`src/rtl/core/skf_pkg.sv`:
```
// Shared types, constants and microcode encoding for the scalar Kalman filter.
// No dependencies; imported by skf_seq, skf_dp and scalar_kalman_filter_unit.
`default_nettype none

package skf_pkg;

	localparam int MEAS_W = 17;   // signed Q8.8
	localparam int VAR_W  = 20;   // unsigned Q4.16
	localparam int GAIN_W = 17;   // unsigned Q1.16, reaches 1.0
	localparam int X_W    = 18;   // held estimate
	localparam int DEN_W  = VAR_W + 1;
	localparam int DIFF_W = 18;
	localparam int MB_W   = DEN_W;                 // multiplier B operand, signed
	localparam int PROD_W = GAIN_W + 1 + MB_W;     // signed product
	localparam int SUM_W  = PROD_W - 16;
	localparam int CNT_W  = 5;
	localparam int STEP_W = 3;

	localparam logic [VAR_W-1:0]        R_RESET   = 20'd6554;
	localparam logic [VAR_W-1:0]        Q_RESET   = 20'd6554;
	localparam logic [VAR_W-1:0]        P_RESET   = 20'd65536;
	localparam logic [VAR_W-1:0]        VAR_SAT   = 20'hFFFFF;
	localparam logic [GAIN_W-1:0]       GAIN_ONE  = 17'd65536;
	localparam logic [CNT_W-1:0]        DIV_STEPS = 5'd16;
	localparam logic signed [SUM_W-1:0] EST_HI    = 23'sd46080;
	localparam logic signed [SUM_W-1:0] EST_LO    = -23'sd46080;

	// configuration register indexes
	localparam logic CFG_R = 1'b0;
	localparam logic CFG_Q = 1'b1;

	// program steps
	localparam logic [STEP_W-1:0] S_IDLE  = 3'd0;
	localparam logic [STEP_W-1:0] S_DEN   = 3'd1;
	localparam logic [STEP_W-1:0] S_DIVI  = 3'd2;
	localparam logic [STEP_W-1:0] S_DIV   = 3'd3;
	localparam logic [STEP_W-1:0] S_FIX   = 3'd4;
	localparam logic [STEP_W-1:0] S_MUL1  = 3'd5;
	localparam logic [STEP_W-1:0] S_MUL2  = 3'd6;
	localparam logic [STEP_W-1:0] S_WB    = 3'd7;

	typedef enum logic [2:0] {
		OP_LOAD,      // take measurement, predicted variance
		OP_DEN,       // denominator Pp + R
		OP_DIV_INIT,  // top quotient bit, load loop count
		OP_DIV_STEP,  // one restoring divide step
		OP_FIX,       // zero denominator fix, innovation
		OP_MUL1,      // gain * innovation
		OP_MUL2,      // new estimate, (1 - gain) * Pp
		OP_WB         // commit state, fill output register
	} op_t;

	typedef enum logic [1:0] {
		COND_NONE,
		COND_NO_IN,     // wait for an item
		COND_OUT_BUSY,  // wait for output register
		COND_LOOP       // repeat until count runs out
	} cond_t;

	typedef struct packed {
		op_t               op;
		cond_t             cond;
		logic [STEP_W-1:0] target;
	} uword_t;

	typedef struct packed {
		op_t  op;
		logic exec;
	} ctrl_t;

	typedef struct packed {
		logic busy;
		logic cnt_last;
	} stat_t;

	function automatic uword_t ucode_rom(input logic [STEP_W-1:0] pc);
		uword_t w;
		case (pc)
			S_IDLE:  w = '{op: OP_LOAD,     cond: COND_NO_IN,    target: S_IDLE};
			S_DEN:   w = '{op: OP_DEN,      cond: COND_NONE,     target: S_IDLE};
			S_DIVI:  w = '{op: OP_DIV_INIT, cond: COND_NONE,     target: S_IDLE};
			S_DIV:   w = '{op: OP_DIV_STEP, cond: COND_LOOP,     target: S_DIV};
			S_FIX:   w = '{op: OP_FIX,      cond: COND_NONE,     target: S_IDLE};
			S_MUL1:  w = '{op: OP_MUL1,     cond: COND_NONE,     target: S_IDLE};
			S_MUL2:  w = '{op: OP_MUL2,     cond: COND_NONE,     target: S_IDLE};
			S_WB:    w = '{op: OP_WB,       cond: COND_OUT_BUSY, target: S_WB};
			default: w = '{op: OP_LOAD,     cond: COND_NONE,     target: S_IDLE};
		endcase
		return w;
	endfunction

endpackage

`default_nettype wire

```
`src/rtl/core/skf_seq.sv`:
```
// Microcode sequencer: step counter, control ROM and jump logic.
// Depends on skf_pkg.
`default_nettype none

module skf_seq
	import skf_pkg::*;
(
	input  wire logic  clk,
	input  wire logic  arst_n,
	input  wire logic  in_valid,
	input  wire stat_t stat,
	output ctrl_t      ctrl,
	output logic       in_stall
);

	logic [STEP_W-1:0] pc_q;
	uword_t            uw;
	logic              wait_hit;
	logic              jump;

	assign uw = ucode_rom(pc_q);

	// a step held on a wait condition does nothing
	assign wait_hit = (uw.cond == COND_NO_IN && !in_valid) ||
	                  (uw.cond == COND_OUT_BUSY && stat.busy);
	assign jump     = wait_hit || (uw.cond == COND_LOOP && !stat.cnt_last);

	assign ctrl.op   = uw.op;
	assign ctrl.exec = !wait_hit;
	assign in_stall  = (pc_q != S_IDLE);

	always_ff @(posedge clk or negedge arst_n) begin
		if (!arst_n) begin
			pc_q <= S_IDLE;
		end else if (jump) begin
			pc_q <= uw.target;
		end else begin
			pc_q <= STEP_W'(pc_q + 1'b1);
		end
	end

	a_accept_advances: assert property (@(posedge clk) disable iff (!arst_n)
		(pc_q == S_IDLE && in_valid) |=> (pc_q == S_DEN))
		else $error("sequencer did not leave idle after an item");

	a_loop_exit: assert property (@(posedge clk) disable iff (!arst_n)
		(pc_q == S_DIV && stat.cnt_last) |=> (pc_q == S_FIX))
		else $error("divide loop did not exit on last count");

	a_wb_return: assert property (@(posedge clk) disable iff (!arst_n)
		(pc_q == S_WB && !stat.busy) |=> (pc_q == S_IDLE))
		else $error("write-back did not return to idle");

endmodule

`default_nettype wire

```
`src/rtl/core/skf_dp.sv`:
```
// Datapath: config and state registers, restoring divider, shared multiplier,
// output register. Driven by skf_seq control; depends on skf_pkg.
`default_nettype none

module skf_dp
	import skf_pkg::*;
(
	input  wire logic                     clk,
	input  wire logic                     arst_n,
	input  wire ctrl_t                    ctrl,
	output stat_t                         stat,
	input  wire logic                     cfg_we,
	input  wire logic                     cfg_index,
	input  wire logic [VAR_W-1:0]         cfg_data,
	input  wire logic signed [MEAS_W-1:0] measurement,
	output logic                          out_valid,
	input  wire logic                     out_stall,
	output logic signed [MEAS_W-1:0]      estimate,
	output logic [VAR_W-1:0]              error_variance
);

	logic [VAR_W-1:0]         r_q, q_q, p_q;
	logic signed [X_W-1:0]    x_q;
	logic signed [MEAS_W-1:0] meas_q;
	logic [VAR_W-1:0]         pp_q;
	logic [DEN_W-1:0]         den_q;
	logic [DEN_W-1:0]         rem_q;
	logic [GAIN_W-1:0]        quo_q;
	logic [CNT_W-1:0]         cnt_q;
	logic signed [DIFF_W-1:0] diff_q;
	logic signed [PROD_W-1:0] prod_q;
	logic signed [MEAS_W-1:0] est_nx_q;
	logic signed [MEAS_W-1:0] est_out_q;
	logic [VAR_W-1:0]         var_out_q;
	logic                     out_valid_q;

	logic [DEN_W-1:0]         pq_sum;
	logic [VAR_W-1:0]         pp_sat;
	logic                     ge0;
	logic [DEN_W:0]           rem_sh;
	logic                     ge;
	logic [DEN_W-1:0]         rem_nx;
	logic [GAIN_W-1:0]        mul_a;
	logic signed [MB_W-1:0]   mul_b;
	logic signed [PROD_W-1:0] mul_p;
	logic signed [SUM_W-1:0]  est_sum;
	logic signed [MEAS_W-1:0] est_clamp;
	logic                     exec_op;

	assign exec_op = ctrl.exec;

	assign pq_sum = {1'b0, p_q} + {1'b0, q_q};
	assign pp_sat = pq_sum[DEN_W-1] ? VAR_SAT : pq_sum[VAR_W-1:0];

	// restoring divide of Pp*2^16 by Pp+R, one quotient bit a step
	assign ge0    = ({1'b0, pp_q} >= den_q);
	assign rem_sh = {rem_q, 1'b0};
	assign ge     = (rem_sh >= {1'b0, den_q});
	assign rem_nx = ge ? DEN_W'(rem_sh - {1'b0, den_q}) : rem_sh[DEN_W-1:0];

	// shared multiplier: gain * diff, then (1 - gain) * Pp
	always_comb begin
		if (ctrl.op == OP_MUL1) begin
			mul_a = quo_q;
			mul_b = MB_W'(diff_q);
		end else begin
			mul_a = GAIN_W'(GAIN_ONE - quo_q);
			mul_b = $signed({1'b0, pp_q});
		end
	end
	assign mul_p = $signed({1'b0, mul_a}) * mul_b;

	// arithmetic shift of the product gives the floor
	assign est_sum = SUM_W'(x_q) + prod_q[PROD_W-1:16];
	always_comb begin
		if (est_sum > EST_HI) begin
			est_clamp = MEAS_W'(EST_HI);
		end else if (est_sum < EST_LO) begin
			est_clamp = MEAS_W'(EST_LO);
		end else begin
			est_clamp = est_sum[MEAS_W-1:0];
		end
	end

	assign stat.busy     = out_valid_q && out_stall;
	assign stat.cnt_last = (cnt_q == CNT_W'(1));

	always_ff @(posedge clk or negedge arst_n) begin
		if (!arst_n) begin
			r_q <= R_RESET;
			q_q <= Q_RESET;
		end else if (cfg_we) begin
			case (cfg_index)
				CFG_R:   r_q <= cfg_data;
				CFG_Q:   q_q <= cfg_data;
				default: r_q <= r_q;
			endcase
		end
	end

	always_ff @(posedge clk or negedge arst_n) begin
		if (!arst_n) begin
			x_q         <= '0;
			p_q         <= P_RESET;
			out_valid_q <= 1'b0;
			cnt_q       <= '0;
		end else begin
			// a new result may land in the same cycle the old one is taken
			if (exec_op && ctrl.op == OP_WB) begin
				out_valid_q <= 1'b1;
			end else if (out_valid_q && !out_stall) begin
				out_valid_q <= 1'b0;
			end
			if (exec_op) begin
				case (ctrl.op)
					OP_DIV_INIT: cnt_q <= DIV_STEPS;
					OP_DIV_STEP: cnt_q <= CNT_W'(cnt_q - 1'b1);
					OP_WB: begin
						x_q <= X_W'(est_nx_q);
						p_q <= prod_q[VAR_W+15:16];
					end
					default: cnt_q <= cnt_q;
				endcase
			end
		end
	end

	always_ff @(posedge clk) begin
		if (exec_op) begin
			case (ctrl.op)
				OP_LOAD: begin
					meas_q <= measurement;
					pp_q   <= pp_sat;
				end
				OP_DEN: den_q <= {1'b0, pp_q} + {1'b0, r_q};
				OP_DIV_INIT: begin
					rem_q <= ge0 ? DEN_W'({1'b0, pp_q} - den_q) : {1'b0, pp_q};
					quo_q <= {{(GAIN_W-1){1'b0}}, ge0};
				end
				OP_DIV_STEP: begin
					rem_q <= rem_nx;
					quo_q <= {quo_q[GAIN_W-2:0], ge};
				end
				OP_FIX: begin
					if (den_q == '0) begin
						quo_q <= '0;
					end
					diff_q <= DIFF_W'(meas_q) - x_q;
				end
				OP_MUL1: prod_q <= mul_p;
				OP_MUL2: begin
					est_nx_q <= est_clamp;
					prod_q   <= mul_p;
				end
				OP_WB: begin
					est_out_q <= est_nx_q;
					var_out_q <= prod_q[VAR_W+15:16];
				end
				default: meas_q <= meas_q;
			endcase
		end
	end

	assign out_valid      = out_valid_q;
	assign estimate       = est_out_q;
	assign error_variance = var_out_q;

	a_est_range: assert property (@(posedge clk) disable iff (!arst_n)
		(SUM_W'(x_q) <= EST_HI) && (SUM_W'(x_q) >= EST_LO))
		else $error("held estimate out of range");

	a_gain_bound: assert property (@(posedge clk) disable iff (!arst_n)
		(exec_op && ctrl.op == OP_MUL1) |-> (quo_q <= GAIN_ONE))
		else $error("gain above one");

	a_wb_fills_out: assert property (@(posedge clk) disable iff (!arst_n)
		(exec_op && ctrl.op == OP_WB) |=> out_valid_q)
		else $error("write-back did not fill output register");

endmodule

`default_nettype wire

```
`src/rtl/core/scalar_kalman_filter_unit.sv`:
```
// Scalar Kalman filter top level. An item is accepted only while the sequencer is idle;
// it then passes the denominator, divide, fix, multiply and write-back steps before the next.
// The divide is the 16-step loop of the shared restoring divider (gain = Pp/(Pp+R)).
// A held output register lets the next item be accepted before the result is taken.
// Reset (arst_n, async, active low): estimate 0, variance 1.0, R and Q 0.1, output empty.
// Depends on skf_pkg, skf_seq and skf_dp.
`default_nettype none

module scalar_kalman_filter_unit
	import skf_pkg::*;
(
	input  wire logic                     clk,
	input  wire logic                     arst_n,
	input  wire logic                     cfg_we,
	input  wire logic                     cfg_index,
	input  wire logic [VAR_W-1:0]         cfg_data,
	input  wire logic                     in_valid,
	output logic                          in_stall,
	input  wire logic signed [MEAS_W-1:0] measurement,
	output logic                          out_valid,
	input  wire logic                     out_stall,
	output logic signed [MEAS_W-1:0]      estimate,
	output logic [VAR_W-1:0]              error_variance
);

	ctrl_t ctrl;
	stat_t stat;

	skf_seq u_seq (
		.clk      (clk),
		.arst_n   (arst_n),
		.in_valid (in_valid),
		.stat     (stat),
		.ctrl     (ctrl),
		.in_stall (in_stall)
	);

	skf_dp u_dp (
		.clk            (clk),
		.arst_n         (arst_n),
		.ctrl           (ctrl),
		.stat           (stat),
		.cfg_we         (cfg_we),
		.cfg_index      (cfg_index),
		.cfg_data       (cfg_data),
		.measurement    (measurement),
		.out_valid      (out_valid),
		.out_stall      (out_stall),
		.estimate       (estimate),
		.error_variance (error_variance)
	);

endmodule

`default_nettype wire
```
`config.mk`:
```
export PLATFORM = sky130hd
export DESIGN_NAME = scalar_kalman_filter_unit
export DESIGN_NICKNAME = d
export VERILOG_FILES = /design/src/rtl/core/skf_pkg.sv /design/src/rtl/core/skf_seq.sv /design/src/rtl/core/skf_dp.sv /design/src/rtl/core/scalar_kalman_filter_unit.sv
export SDC_FILE = /design/constraint.sdc
export NUM_CORES = 2
export LEC_CHECK = 0
export ABC_CLOCK_PERIOD_IN_PS = 20300
export BUFFER_PORTS_ARGS = -buffer_cell sky130_fd_sc_hd__buf_4
export CORE_MARGIN = 2
export CORE_UTILIZATION = 65
export DETAILED_ROUTE_END_ITERATION = 8
export PLACE_DENSITY = 0.83
export SYNTH_ARGS = -nofsm -noshare
export SYNTH_HDL_FRONTEND = slang
export SYNTH_SLANG_ARGS = --single-unit
```
`constraint.sdc`:
```
create_clock -name clk -period 20.3 [get_ports clk]
set_input_delay 2.03 -clock clk [delete_from_list [all_inputs] [get_ports clk]]
set_output_delay 2.03 -clock clk [all_outputs]
set_load 0.02 [all_outputs]
```
==> After elaboration in Yosys (flattened, before gate mapping) <==
Memory sizes are Yosys's and may differ from the RTL's.
Index checks and enable logic that the tools add are counted.
{ "totals": {"word_cells": 89, "out_inout_bits": 39, "romBits": 64, "regBits": 293, "memories": 1} }
{ "classes": {"bitwise": 2, "mux": 12, "reduce_logical": 30, "n_lt_le_gt_ge": 4, "mul": 1, "addsub": 9, "n_eq_ne": 12} }
{ "memory_table": {"columns": ["memory", "depth", "width", "read_ports", "rd_clocked_by_memory_dff", "wr", "line", "rtl"], "rows": [
  ["(no name shown)", 8, 8, 1, 0, 0, "skf_pkg.sv:78", "case (pc)"]
]} }
{ "op_table": {"columns": ["operator", "n"], "rows": [
  ["21-bit two-way mux", 3],
  ["17-bit two-way mux", 3],
  ["17-bit case mux with 3 select lines", 1],
  ["20-bit by 20-bit adder with 21-bit output", 2],
  ["21-bit case mux with 2 select lines", 1],
  ["18-bit by 21-bit multiplier with 39-bit output", 1],
  ["23-bit adder", 1],
  ["23-bit by 17-bit > comparator with 1-bit output (second input constant)", 1],
  ["23-bit by 17-bit < comparator with 1-bit output (second input constant)", 1],
  ["22-bit by 21-bit greater-or-equal comparator with 1-bit output", 1],
  ["20-bit by 21-bit greater-or-equal comparator with 1-bit output", 1],
  ["21-bit zero test", 1],
  ["20-bit by 21-bit subtractor with 21-bit output", 1],
  ["21-bit subtractor", 1],
  ["2-bit AND reduction", 9],
  ["17-bit by 17-bit subtractor with 18-bit output", 1],
  ["17-bit subtractor (first input constant)", 1],
  ["3-bit == test (second input constant)", 4],
  ["5-bit case mux with 2 select lines", 1],
  ["3-bit by 2-bit == test with 1-bit output (second input constant)", 2],
  ["1-bit logical AND", 6],
  ["3-bit nonzero test", 2],
  ["5-bit by 1-bit == test with 1-bit output (second input constant)", 1],
  ["5-bit by 1-bit subtractor with 5-bit output (second input constant)", 1],
  ["14 further kinds", 23]
]} }

==> Depth between registers and ports, before layout <==
An unclocked memory read counts as a cell.
{ "depth": {"word_depth": 7, "ltp_mapped": 33, "depth_no_buf": 31} }

==> Modules after synthesis <==
Synthesis repeated with hierarchy kept, for this count alone.
{ "hier_totals": {"hier_cells": 2969, "hier_area_um2": 28762.6} }
{ "by_module_without_submodules": {"columns": ["module", "instances", "seq_area_each_um2", "area_each_um2", "cells_per_inst"], "rows": [
  ["skf_dp", 1, 7831.3, 28541.1, 2949],
  ["skf_seq", 1, 75.1, 221.5, 20]
]} }

==> Worst setup path after synthesis <==
OpenSTA, ideal clock, no wires.
{ "synth_timing": {"path_type": "register -> register", "start": "reg u_dp.quo_q[0]", "end": "reg u_dp.prod_q[35] (data pin)", "setup_slack_ns": 12.277, "required_time_ns": 20.042, "setup_ns": 0.258, "path_buffers": 2, "path_stages_with_launch": 32, "t_arrival_ns": 7.765, "cell_sequence": "edfxtp_1 > clkbuf_1 > inv_1 > ha_1 > nand2_1 > nor3_1 > nor3b_1 > nor2_1 > xnor2_1 > clkbuf_1 > nand2_1 > fa_1 > inv_1 > fa_1 > fa_1 > fa_1 > fa_1 > inv_1 > fa_1 > inv_1 > ha_1 > o21a_1 > o211a_1 > o221ai_2 > o221ai_2 > a221o_1 > a221oi_4 > o21ai_2 > a211o_1 > a31o_1 > a21oi_2 > xnor2_1"} }
{ "synth_between": {"elab_chain_cells": 3} }
{ "synth_lines": {"columns": ["element", "line", "rtl"], "rows": [
  ["start: declaration", "skf_dp.sv:28", "logic [GAIN_W-1:0] quo_q;"],
  ["start signal: assignment", "skf_dp.sv:138", "quo_q <= {{(GAIN_W-1){1'b0}}, ge0};"],
  ["start signal: assignment", "skf_dp.sv:142", "quo_q <= {quo_q[GAIN_W-2:0], ge};"],
  ["17-bit subtractor", "skf_dp.sv:67", "mul_a = GAIN_W'(GAIN_ONE - quo_q);"],
  ["17-bit two-way mux (*)", "skf_dp.sv:63", "if (ctrl.op == OP_MUL1) begin"],
  ["18-bit by 21-bit multiplier with 39-bit output (*)", "skf_dp.sv:71", "assign mul_p = $signed({1'b0, mul_a}) * mul_b;"],
  ["net u_dp.mul_p[35]", "skf_dp.sv:45", "logic signed [PROD_W-1:0] mul_p;"],
  ["end signal: assignment", "skf_dp.sv:150", "OP_MUL1: prod_q <= mul_p;"],
  ["end signal: assignment", "skf_dp.sv:153", "prod_q <= mul_p;"],
  ["end: declaration", "skf_dp.sv:31", "logic signed [PROD_W-1:0] prod_q;"]
]} }
The timed path passes the listed nets; every way through them passes the cells marked *.
A chain may end at the register's enable or synchronous reset.

==> Worst setup path in the final report <==
Ends and elaborated chain as after synthesis.

==> impl_summary.txt <==
----------------------------------------------------
[Outcome]
  Status ... complete, no violations

[Worst setup path]
  Worst-path fanout max ... 22
  Arr. time, crit path ... 9.60 ns
  WP buf/inv ... 5
  Startpoint Class ... flip-flop
  Largest stage delay on the critical path ... 0.69 ns
  Slowest-stage cell, CP ... sky130_fd_sc_hd__edfxtp_1
  Worst setup path category ... flip-flop to flip-flop
  Most Frequent Cell on Critical Path ... sky130_fd_sc_hd__fa_1
  CP Data Required Time ... about 21 ns
  Dominant delay contributor by cell family on the critical path ... adder cells
  Type of element capturing the critical path ... flip-flop

[Route]
  Count of nets left with antenna violations after detail routing ... 0
  DRC violation count after routing ... 0
  Drt first-iter violations ... 1573
  Total wire length after detailed routing ... around 75000 um
  Via total after detailed routing ... between 20000 and 25000
  Total iterations of the first detailed-routing run ... 5
  Wirelength per Cell ... 20.78 um
  Via-to-Cell Ratio ... around 6.0

[Floorplanning]
  Site Rows ... between 70 and 80
  Die Outline Area ... ~46000 um^2
  Die extent in x ... 214.4 um
  Die height ... around 210 um
  Core ar. ... approximately 44000 um^2
  Initial core utilization ... around two thirds
  Top-level port count ... a little over 80

[Placed design]
  Total half-perimeter wirelength after legalization and detailed placement ... 59710 um
  Minimum setup slack after placement ... roughly 11 ns
  Number of port buffers ... a little over 80
  Routability cong. ... ~0.95

[Synthesis]
  Leading register cell type out of synthesis ... sky130_fd_sc_hd__edfxtp_1
  Post-synthesis instance area ... ~29000 um^2
  Cells taking the most area after synthesis ... sky130_fd_sc_hd__fa_1 25%, sky130_fd_sc_hd__edfxtp_1 20%, sky130_fd_sc_hd__ha_1 9.7%, sky130_fd_sc_hd__inv_1 6.8%, sky130_fd_sc_hd__dfrtp_1 6.2%
  Distinct cells, synth ... just under 90
  Number of flops mapped to enable cells by yosys ... 191
  Top-area cell type share of the netlist area ... ~25%
  Leading area contributor after synthesis ... sky130_fd_sc_hd__fa_1
  Total of warnings raised by yosys ... 0
  Async set-or-reset flop fraction in the synthesized netlist ... between 30% and 40%
  Post-synth net total ... 3556
  Cells after synthesis ... ~2900
  Syn Area/Cell ... around 9.8 um^2
  Post-synthesis sequential element count ... roughly 280
  Register area share after synthesis ... a little over a quarter

[STA]
  Final worst slack ... approximately 11 ns
  TNS Setup ... 0 ns
  Final critical-path share of the clock period ... a little under half
  Slew margin rel. ... 19.67%
  Fmax ... around 110 MHz
  Final Setup Violations ... 0
  RSZ-0062 raised after global routing ... no
  Final hold violations ... 0
  Min cycle time layout ... approximately 9.3 ns
  Actual transition at the worst max-transition pin ... about 1.2 ns
  Count of pins over their slew limit ... 0
  Setup clock skew after layout ... between 0.015 and 0.02 ns
  Fin Hold WS ... approximately 0.45 ns

[Clock network]
  CTS clock-pin slew for the worst setup and hold paths ... roughly 0.07 ns
  Number of buffers on the longest clock path ... 3
  Clock network latency to the later pin of the worst-skew pair ... 0.57 ns
  TritonCTS Sinks ... 277
  Post-CTS Hold Fix Bufs ... 0
  Clock Root Buffer ... sky130_fd_sc_hd__clkbuf_16
  Number of buffers inserted by post-CTS setup repair ... 0
  Number of gates resized after cts ... 0
  Number of H-tree levels ... 1
  CTS tree ... done
  Total CTS buffers ... 29

[Global route]
  Total congestion overflow after global routing ... 0
  Maximum number of pins on one net before global-route repair ... just under 80
  Global-route wire length before repair ... between 100000 and 150000 um
  Antenna violations before repair ... 3
  Vias in the first global route ... roughly 23000
  Total global routing track utilization ... about a third

[Run]
  Number of violations of the max-capacitance limit ... 0

[Final layout]
  Final Net Count ... between 3000 and 4000
  Final design utilization ... a little over two thirds
  Area added between synthesis and finish ... 7.797%
  Share of post-route cells with drive strength above 1 ... a little under a tenth
  FILL cells ... approximately 3200

[Hold path]
  Hold/Removal Path Class ... flip-flop to flip-flop

----------------------------------------------------
==> layout make-up <==
cell class | count | area, um^2 | share of cell area, %
clock buffers | 41 | 822.0 | 2.650
inverters | 521 | 1956 | 6.305
well taps | 592 | 740.7 | 2.388
clock inverters | 12 | 95.09 | 0.3066
repair buffers | 118 | 885.9 | 2.856
flip-flops and latches | 277 | 7906 | 25.49
diodes | 2 | 5.005 | 0.01614
multi-input cells | 2053 | 18610 | 59.99
==> flip-flops by register name, indices dropped and copies added (netlist names), 18 cells and up <==
signal               count
u_dp.r_q                20
u_dp.p_q                20
u_dp.error_variance     20
u_dp.diff_q             18
u_dp.den_q              21
u_dp.q_q                20
u_dp.pp_q               20
u_dp.rem_q              21
u_dp.prod_q             23
==> through the flow <==
stage,std cells,instance area (um^2)
5_1_grt,3614,31010
6_report,3616,31020
3_3_place_gp,3561,30090
4_1_cts,3614,31010
3_5_place_dp,3561,30090
2_1_floorplan,2930,28770
==> worst paths after layout <==
kind | from | to | slack [ns] | depth (start not counted)
hold reg to reg | u_dp.est_nx_q[11] | u_dp.estimate[11] | 0.45 | 0
setup / recovery | u_dp.quo_q[0] | u_dp.prod_q[35] | 11.01 | 30
max in group asynchronous | arst_n | u_dp.p_q[5] | 17.79 | 2
setup reg to reg | u_dp.quo_q[0] | u_dp.prod_q[35] | 11.01 | 30
hold / removal | u_dp.est_nx_q[11] | u_dp.estimate[11] | 0.45 | 0
min in group asynchronous | arst_n | u_dp.x_q[16] | 1.29 | 1
==> placed cells by master (no fill, tap or decap), types with 45 or more instances in the layout <==
cell and count:
sky130_fd_sc_hd__buf_4 118, sky130_fd_sc_hd__ha_1 222, sky130_fd_sc_hd__nand2_1 370, sky130_fd_sc_hd__xnor2_1 78, sky130_fd_sc_hd__dfrtp_1 71, sky130_fd_sc_hd__nor3_1 45
sky130_fd_sc_hd__mux2_2 64, sky130_fd_sc_hd__a21oi_1 117, sky130_fd_sc_hd__xor2_1 47, sky130_fd_sc_hd__inv_1 520, sky130_fd_sc_hd__nor2_1 231, sky130_fd_sc_hd__o21ai_0 82
sky130_fd_sc_hd__edfxtp_1 191, sky130_fd_sc_hd__fa_1 360
==> cells in the mapped netlist, drive strengths merged (12+ instances only) <==
cell type	instances
a21o	35
o21ai	91
mux2i	33
nand2	370
dfstp	15
and2	35
ha	223
clkbuf	69
xor2	47
nor2	232
a211oi	20
edfxtp	191
mux2	64
and3	15
nand3	21
or2	12
a21boi	14
o21bai	12
a21oi	119
nor3	46
o21a	29
nor2b	26
nand2b	21
a31oi	12
fa	360
inv	521
xnor2	78
dfrtp	71
==> layer usage <==
| metal | share of wire (%) | GRT usage, % | vias to the layer above | wire length (um) |
|---|---|---|---|---|
| met5 | 0 | 0 | - | 0 |
| met4 | 6.3 | 18.54 | 0 | 4721 |
| met3 | 8.3 | 5.759 | 247 | 6214 |
| met2 | 47 | 55.74 | 975 | 35690 |
| met1 | 38 | 43.08 | 10650 | 28520 |
| li1 | - | - | 9665 | - |
==> cell families (layout without fill, tap and decap cells) <==
logic type / Yosys count / after routing / share of synthesized area (%)
AND/OR/NAND/NOR: 835 / 835 / 12.92
buffers and inverters: 600 / 692 / 7.893
adder cells (fa/ha/maj): 583 / 583 / 34.75
AO/OA/AOI/OAI: 413 / 413 / 9.502
flip-flops: 277 / 277 / 27.48
XOR/XNOR: 125 / 125 / 3.805
multiplexers: 97 / 97 / 3.653
other: 0 / 2 / 0
Power is not shown: default switching activity piles up to over one toggle a cycle in this logic, so the estimate is an artifact.
